File: config.mk
export PLATFORM = sky130hd
export DESIGN_NAME = json_string_escaper_unit_flat
export DESIGN_NICKNAME = d
export VERILOG_FILES = /design/src/design/jse_pkg.sv /design/src/design/jse_stream_if.sv /design/src/design/json_string_escaper_unit.sv /design/src/design/jse_encoder.sv /design/src/flat_wrapper.sv
export SDC_FILE = /design/constraint.sdc
export NUM_CORES = 1
export LEC_CHECK = 0
export ABC_AREA = 1
export BUFFER_PORTS_ARGS = -buffer_cell sky130_fd_sc_hd__buf_2
export CAP_MARGIN = 25
export CORE_MARGIN = 5
export CORE_UTILIZATION = 61
export CTS_CLUSTER_SIZE = 12
export DETAILED_ROUTE_END_ITERATION = 7
export PLACE_DENSITY = 0.85
export SETUP_SLACK_MARGIN = 0.5
export SLEW_MARGIN = 20
export SYNTH_ARGS = -nofsm -noshare
export SYNTH_HDL_FRONTEND = slang
export SYNTH_HIERARCHICAL = 1
export SYNTH_SLANG_ARGS = --single-unit
export TNS_END_PERCENT = 50
File: constraint.sdc
create_clock -name i_clk -period 5.04 [get_ports i_clk]
set_clock_uncertainty 0.2 [all_clocks]
set_input_delay 0.504 -clock i_clk [delete_from_list [all_inputs] [get_ports i_clk]]
set_output_delay 0.504 -clock i_clk [all_outputs]
set_load 0.01 [all_outputs]
File: src/design/jse_pkg.sv
// Shared types, character constants and helpers for the JSON string escaper.
`default_nettype none
package jse_pkg;

    typedef logic [7:0] t_byte;
    typedef logic [2:0] t_idx;

    localparam t_byte CHR_BACKSLASH = 8'h5C;
    localparam t_byte CHR_QUOTE     = 8'h22;
    localparam t_byte CHR_NEWLINE   = 8'h0A;
    localparam t_byte CHR_RETURN    = 8'h0D;
    localparam t_byte CHR_TAB       = 8'h09;
    localparam t_byte CHR_LOW_N     = 8'h6E;
    localparam t_byte CHR_LOW_R     = 8'h72;
    localparam t_byte CHR_LOW_T     = 8'h74;
    localparam t_byte CHR_LOW_U     = 8'h75;
    localparam t_byte CHR_ZERO      = 8'h30;
    localparam t_byte CHR_HEX_ALPHA = 8'h57;   // 'a' minus ten
    localparam t_byte CTRL_LIMIT    = 8'h20;

    // Position of each character within a unicode escape run.
    localparam t_idx IDX_SLASH = 3'd0;
    localparam t_idx IDX_U     = 3'd1;
    localparam t_idx IDX_ZERO0 = 3'd2;
    localparam t_idx IDX_ZERO1 = 3'd3;
    localparam t_idx IDX_HEXHI = 3'd4;
    localparam t_idx IDX_HEXLO = 3'd5;

    // One character of an escape run and whether it closes the run.
    typedef struct packed {
        t_byte chr;
        logic  last;
    } t_enc;

    // Lower-case hex digit for a nibble.
    function automatic t_byte hex_digit(input logic [3:0] nib);
        if (nib < 4'd10) begin
            return CHR_ZERO + {4'h0, nib};
        end else begin
            return CHR_HEX_ALPHA + {4'h0, nib};
        end
    endfunction

endpackage
`default_nettype wire

File: src/design/jse_stream_if.sv
// Valid/ready stream interfaces for the raw input bytes and the escaped output bytes.
`default_nettype none
interface jse_in_if;
    logic       valid;
    logic       ready;
    logic [7:0] in_byte;
    logic       in_string_end;

    modport source (output valid, output in_byte, output in_string_end, input ready);
    modport sink   (input valid, input in_byte, input in_string_end, output ready);
endinterface

interface jse_out_if;
    logic       valid;
    logic       ready;
    logic [7:0] out_byte;
    logic       run_last;
    logic       out_string_end;

    modport source (output valid, output out_byte, output run_last,
                    output out_string_end, input ready);
    modport sink   (input valid, input out_byte, input run_last,
                    input out_string_end, output ready);
endinterface
`default_nettype wire

File: src/design/json_string_escaper_unit.sv
// Top level of the JSON string escaper: input register, encoder and output register.
// A byte taken on the input passes through the input register and the output register before it appears on the output.
// A two-character escape and a six-character unicode escape are expanded by the single encoder,
// which emits one output character per cycle while the output register is free or being transferred.
// Reset (synchronous, active low) empties the input and output registers; no data is lost
// or produced for items that were not yet accepted.
`default_nettype none
module json_string_escaper_unit (
    input  wire       i_clk,
    input  wire       i_rst_n,
    jse_in_if.sink    i_in,
    jse_out_if.source o_out
);
    import jse_pkg::*;

    // Input register: the raw byte being expanded and the position within its run.
    logic  r_in_valid;
    t_byte r_in_byte;
    logic  r_in_end;
    t_idx  r_idx;
    t_idx  n_idx;

    // Output register: one escaped character waiting for its transfer.
    logic  r_out_valid;
    t_byte r_out_byte;
    logic  r_out_last;
    logic  r_out_end;

    t_enc  enc;
    logic  advance;
    logic  run_done;
    logic  take_in;

    jse_encoder u_encoder (
        .i_byte (r_in_byte),
        .i_idx  (r_idx),
        .o_enc  (enc)
    );

    // A character moves into the output register whenever that register is empty or its
    // current content is transferred in this same cycle.
    assign advance  = r_in_valid && (!r_out_valid || o_out.ready);
    assign run_done = advance && enc.last;

    // The input register frees up as soon as the last character of its run is issued, so
    // a new byte is taken in the same cycle and plain bytes stream at full rate while the output accepts.
    assign i_in.ready = !r_in_valid || run_done;
    assign take_in    = i_in.valid && i_in.ready;

    assign n_idx = r_idx + 3'd1;

    always_ff @(posedge i_clk) begin
        if (!i_rst_n) begin
            r_in_valid <= 1'b0;
            r_idx      <= IDX_SLASH;
        end else begin
            if (take_in) begin
                r_in_valid <= 1'b1;
                r_idx      <= IDX_SLASH;
            end else if (run_done) begin
                r_in_valid <= 1'b0;
                r_idx      <= IDX_SLASH;
            end else if (advance) begin
                r_idx <= n_idx;
            end
        end
    end

    always_ff @(posedge i_clk) begin
        if (take_in) begin
            r_in_byte <= i_in.in_byte;
            r_in_end  <= i_in.in_string_end;
        end
    end

    always_ff @(posedge i_clk) begin
        if (!i_rst_n) begin
            r_out_valid <= 1'b0;
        end else begin
            if (advance) begin
                r_out_valid <= 1'b1;
            end else if (o_out.ready) begin
                r_out_valid <= 1'b0;
            end
        end
    end

    // The end-of-string flag rides only on the closing character of a run.
    always_ff @(posedge i_clk) begin
        if (advance) begin
            r_out_byte <= enc.chr;
            r_out_last <= enc.last;
            r_out_end  <= enc.last && r_in_end;
        end
    end

    assign o_out.valid          = r_out_valid;
    assign o_out.out_byte       = r_out_byte;
    assign o_out.run_last       = r_out_last;
    assign o_out.out_string_end = r_out_end;

endmodule
`default_nettype wire

File: src/design/jse_encoder.sv
// Combinational lookup of one character of the escape run for a raw byte.
`default_nettype none
module jse_encoder (
    input  wire jse_pkg::t_byte i_byte,
    input  wire jse_pkg::t_idx  i_idx,
    output jse_pkg::t_enc       o_enc
);
    import jse_pkg::*;

    logic  short_esc;
    t_byte short_chr;
    logic  ctrl_esc;
    t_byte ctrl_chr;

    always_comb begin
        short_esc = 1'b1;
        short_chr = i_byte;
        case (i_byte)
            CHR_QUOTE:     short_chr = CHR_QUOTE;
            CHR_BACKSLASH: short_chr = CHR_BACKSLASH;
            CHR_NEWLINE:   short_chr = CHR_LOW_N;
            CHR_RETURN:    short_chr = CHR_LOW_R;
            CHR_TAB:       short_chr = CHR_LOW_T;
            default:       short_esc = 1'b0;
        endcase
    end

    assign ctrl_esc = (i_byte < CTRL_LIMIT);

    always_comb begin
        unique case (i_idx) inside
            IDX_SLASH:            ctrl_chr = CHR_BACKSLASH;
            IDX_U:                ctrl_chr = CHR_LOW_U;
            IDX_ZERO0, IDX_ZERO1: ctrl_chr = CHR_ZERO;
            IDX_HEXHI:            ctrl_chr = hex_digit(i_byte[7:4]);
            IDX_HEXLO:            ctrl_chr = hex_digit(i_byte[3:0]);
            default:              ctrl_chr = CHR_ZERO;
        endcase
    end

    always_comb begin
        if (short_esc) begin
            o_enc.chr  = (i_idx == IDX_SLASH) ? CHR_BACKSLASH : short_chr;
            o_enc.last = (i_idx == IDX_U);
        end else if (ctrl_esc) begin
            o_enc.chr  = ctrl_chr;
            o_enc.last = (i_idx == IDX_HEXLO);
        end else begin
            o_enc.chr  = i_byte;
            o_enc.last = 1'b1;
        end
    end

endmodule
`default_nettype wire

File: src/flat_wrapper.sv
// flat-port wrapper written by rule: the top's interface ports become plain ports
module json_string_escaper_unit_flat import jse_pkg::*;
  (i_clk, i_rst_n, i_in_valid, i_in_in_byte, i_in_in_string_end, i_in_ready, o_out_valid, o_out_out_byte, o_out_run_last, o_out_out_string_end, o_out_ready);
  jse_in_if i_in_i ();
  jse_out_if o_out_i ();
  input  wire i_clk;
  input  wire i_rst_n;
  input wire logic [$bits(i_in_i.valid)-1:0] i_in_valid;
  input wire logic [$bits(i_in_i.in_byte)-1:0] i_in_in_byte;
  input wire logic [$bits(i_in_i.in_string_end)-1:0] i_in_in_string_end;
  output wire logic [$bits(i_in_i.ready)-1:0] i_in_ready;
  output wire logic [$bits(o_out_i.valid)-1:0] o_out_valid;
  output wire logic [$bits(o_out_i.out_byte)-1:0] o_out_out_byte;
  output wire logic [$bits(o_out_i.run_last)-1:0] o_out_run_last;
  output wire logic [$bits(o_out_i.out_string_end)-1:0] o_out_out_string_end;
  input wire logic [$bits(o_out_i.ready)-1:0] o_out_ready;
  assign i_in_i.valid = i_in_valid;
  assign i_in_i.in_byte = i_in_in_byte;
  assign i_in_i.in_string_end = i_in_in_string_end;
  assign i_in_ready = i_in_i.ready;
  assign o_out_valid = o_out_i.valid;
  assign o_out_out_byte = o_out_i.out_byte;
  assign o_out_run_last = o_out_i.run_last;
  assign o_out_out_string_end = o_out_i.out_string_end;
  assign o_out_i.ready = o_out_ready;
  json_string_escaper_unit u_core (.i_clk(i_clk), .i_rst_n(i_rst_n), .i_in(i_in_i), .o_out(o_out_i));
endmodule
==> Yosys cells after proc, flatten, opt, wreduce, memory -nomap -nowiden <==
Cells that the tools add are included.
Widths: inputs -> output; s select.
{ "word_totals": {"in_bits": 13, "word_cells": 50, "output_inout_bits": 12, "reg_bits": 24} }
{ "classes": {"muxes": 12, "n_addsub": 5, "n_eq_ne": 8, "magnitude_cmp": 3, "bitwise_logic": 1, "n_reduce_logical": 13} }
{ "op_table": {"columns": ["cell", "n"], "rows": [
  ["$pmux 8 s5", 1],
  ["$pmux 8 s4", 1],
  ["$eq 8x4->1 const B", 3],
  ["$mux 8", 3],
  ["$mux 9", 2],
  ["$add 7x4->8 const A", 2],
  ["$add 6x4->7 const A", 2],
  ["$eq 8x6->1 const B", 1],
  ["$eq 8x7->1 const B", 1],
  ["$lt 4x4->1 const B", 2],
  ["$lt 8x6->1 const B", 1],
  ["$eq 3x3->1 const B", 2],
  ["$mux 1", 5],
  ["$reduce_or 5->1", 1],
  ["$logic_and 1x1->1", 4],
  ["$reduce_bool 2->1", 2],
  ["$add 3x1->3 const B", 1],
  ["$eq 3x1->1 const B", 1],
  ["$logic_not 3->1", 1],
  ["$reduce_or 3->1", 1],
  ["$logic_not 1->1", 2],
  ["$logic_or 1x1->1", 2],
  ["$not 1->1", 1]
]} }

==> Logic depth before layout (Yosys ltp) <==
{ "depth": {"word_depth": 9, "ltp_mapped": 12} }

==> Hierarchy <==
The synthesis kept the hierarchy.
{ "by_module_without_submodules": {"columns": ["module", "cells_per_inst", "n_inst", "area_per_inst_um2", "seq_area_each_um2"], "rows": [
  ["json_string_escaper_unit", 59, 1, 870.8, 670.6],
  ["jse_encoder", 144, 1, 782.0, 0.0]
]} }

==> Least setup slack after synthesis <==
Ideal clock, no wire load.
{ "synth_timing": {"path_kind": "reg-to-reg", "startpoint": "register u_core.r_in_byte[5]", "endpoint": "register u_core.r_in_byte[0] (enable)", "setup_ps": 374, "slack_ps": 2443, "period_less_slack_ps": 2597, "t_required_ps": 4466, "stages_incl_launch_ff": 11, "t_arrival_ps": 2023, "cell_sequence": "edfxtp_1 -> inv_1 -> ha_1 -> nand2_4 -> nor2_4 -> nand2_4 -> nand2_4 -> nor2_8 -> o21ai_1 -> a21oi_4 -> nor2_1"} }
{ "synth_rtl": {"columns": ["item", "line_no", "text"], "rows": [
  ["start: declaration", "json_string_escaper_unit.sv:18", "t_byte r_in_byte;"],
  ["start signal: assignment", "json_string_escaper_unit.sv:71", "r_in_byte <= i_in.in_byte;"]
]} }

==> results_dict.tcl <==
set metrics [dict create \
    status "complete, no violations" \
    cp.arrival_ns 2.37 \
    p_int_uw 310.1 \
    antenna_cells 0 \
    p_sw_uw 110.3 \
    synthFlopType "edfxtp_1" \
    finalWirelength_um 3331 \
    crit_type "reg -> out" \
    dp_cells 253 \
    ios 25 \
    cts_sinks 24 \
    ys_seq_area_share_pct 40.58 \
    h-tree-depth 1 \
    yosysTopAreaCellShare_pct 34.52 \
    pre_cts_ws_ns 2.161 \
    synth_common_cells "nand2_1 (51), inv_1 (26), nand3_1 (22)" \
    ys_warn_count 6 \
    vdd_drop_max_uv 203.9 \
    grt_pass1_wl_um 5271 \
    timing.final.crit_period_ns 3.070 \
    cts_setup_buffers 0 \
    clockBufferDepth 2 \
    vias_per_cell 5.514 \
    grt_util_all_layers_pct 18.93 \
    power.density_mw_per_mm2 229.8 \
    seqPwrFrac_pct 56.6 \
    gp_congestion 0.9292 \
    worst_slew_pin_slew_ns 0.6178 \
    hold-worst-slack_ns 0.1436 \
    switching_share_pct 26.24 \
    timing.final.ws_setup_ns 1.970 \
    syn-instance-count 203 \
    synth_edf_count 19 \
    multiInputGateArea_sq_um 834.6 \
    pwr-share-clk_pct 28.4 \
    syn_nets 224 \
    fmax_ghz 0.3257 \
    grt_pass1_vias 1252 \
    fp.dieW_um 62.06 \
    std_cell_rows 18 \
    root_buffer "clkbuf_4" \
    ctsResizeCount 0 \
    fin_crit_sh_pct 60.92 \
    wire_per_inst_um 12.96 \
    synth-async-reset-ratio_pct 0 \
    fill_cells 201 \
    antenna_found_initial 0 \
    endpoint_kind "output port" \
    fin_util_pct 71.88 \
    start_util_pct 64.95 \
    io_buffers 24 \
    core_sq_mm 0.002545 \
    drive_gt1_share_pct 24.67 \
    startpoint_type "flop" \
    drtIter0Drc 94 \
    synth_area_leaders "edfxtp_1 (35%), nand2_1 (12%), nand3_1 (6.7%)" \
    yosysTopAreaCell "edfxtp_1" \
    rsz0062_at_grt "false" \
    power.leakage_nw 0.8760 \
    via_count 1417 \
    drv_cap 0 \
    cp.required_ns 4.34 \
    grt_max_degree 15 \
    numCtsBuffers 3 \
    setup_violations 0 \
    grt-ovfl-total 0 \
    fin_cells 257 \
    seq_area_sq_um 670.6 \
    drtAntennaViolNets 0 \
    nets 249 \
    synth_cell_types 28 \
    relSlewSlack_pct 58.66 \
    synth_area_sq_mm 0.001653 \
    cts_hold_buf 0 \
    synth_most_common_cell "nand2_1" \
    dieArea_sq_mm 0.003851 \
    dr.pass1.iters 5 \
    cts_tree "yes" \
    hpwl_um 2607 \
    slew_viol_final 0 \
    critPathMaxFanout 6 \
    ys_ff_latch 24 \
    hold_viol 0 \
    p_comb_share_pct 15.0 \
    syn_avg_cell_area_sq_um 8.142 \
    tns_ns 0 \
    clk_latency_ns 0.32 \
    dieHeight_um 62.06 \
    hold_class "in -> reg" \
    path_clk_slew_ns 0.14 \
    remaining_drc_errors 0 \
    syn2layout_area_growth_pct 10.67 \
]
## layout make-up
| class | instances | area share, % |
|---|---|---|
| Multi-Input combinational cell | 144 | 45.62 |
| Sequential cell | 24 | 36.66 |
| Timing Repair Buffer | 24 | 6.566 |
| Inverter | 31 | 6.498 |
| Clock buffer | 4 | 2.599 |
| Tap cell | 30 | 2.052 |
## cell usage in the layout (no fill, tap or decap), types with 2 or more instances in the layout
cell      synthesis  final
inv_1            26     26
nand2_2           3      3
o21ai_0           5      5
edfxtp_1         19     19
nor2_2            3      3
nor3_1            2      2
nor2_4            5      5
o21ai_1           5      5
nand2_4           7      7
nand3_1          22     22
a21oi_1           5      5
nand2_1          51     51
ha_1              8      8
dfxtp_1           5      5
buf_2             2     24
clkbuf_4          0      3
nand4_1           2      2
inv_2             4      4
nor2_1           19     19
## routing by layer
| metal | part of all wire, % | up-vias | GRT usage (%) |
|---|---|---|---|
| li1 | - | 701 | - |
| met1 | 39 | 615 | 23.30 |
| met2 | 49 | 88 | 32.40 |
| met3 | 9.5 | 13 | 2.893 |
| met4 | 2.9 | 0 | 8.788 |
| met5 | 0 | - | 0 |
## power by group through the flow
| stage | sequential (mW) | clock (mW) | combinational (mW) |
|---|---|---|---|
| global route | 0.239 | 0.132 | 0.0704 |
| CTS | 0.238 | 0.122 | 0.0627 |
| global placement | 0.242 | 0 | 0.0603 |
| floorplan | 0.240 | 0 | 0.0463 |
| detailed placement | 0.242 | 0 | 0.0618 |
| finish | 0.238 | 0.119 | 0.0633 |
## worst paths after layout
path,depth (start not counted),to,from,slack [ns]
setup / recovery,11,i_in_ready,u_core/r_in_byte[5],1.97
hold reg to reg,2,u_core/o_out.out_string_end,u_core/r_in_end,0.37
setup reg to reg,10,u_core/r_in_byte[2],u_core/r_in_byte[5],2.13
hold / removal,1,u_core/r_in_byte[7],i_in_in_byte[7],0.14
## flip-flops by register name, summed over array words and instances, names as in the netlist
register,count
u_core/o_out.out_byte,8
u_core/o_out.run_last,1
u_core/r_in_end,1
u_core/o_out.valid,1
u_core/r_in_valid,1
u_core/r_in_byte,8
u_core/o_out.out_string_end,1
u_core/r_idx,3
## stage by stage
step	power (mW)	area [sq um]
finish	0.4204	1829
global route	0.4412	1829
CTS	0.4220	1829
detailed placement	0.3041	1782
global placement	0.3021	1782
floorplan	0.2859	1653
## kinds of logic (layout without fill, tap and decap cells)
kind of cell,Yosys count,after routing,share of synthesized area (%)
fa+ha+maj,8,8,6.056
buf+inv,35,59,8.933
compound gates,18,18,6.737
flops,24,24,40.58
simple gates,118,118,37.70
## worst max-delay path: stages (launching register included)
cell      delay (ns)
edfxtp_1        0.48
inv_1           0.18
ha_1            0.22
nand2_4         0.09
nor2_4          0.14
nand2_4         0.10
nand2_4         0.10
nor2_8          0.04
o21ai_1         0.39
a21oi_4         0.12
inv_1           0.06
buf_2           0.12
Note: power is estimated with default switching activity, not from simulation.
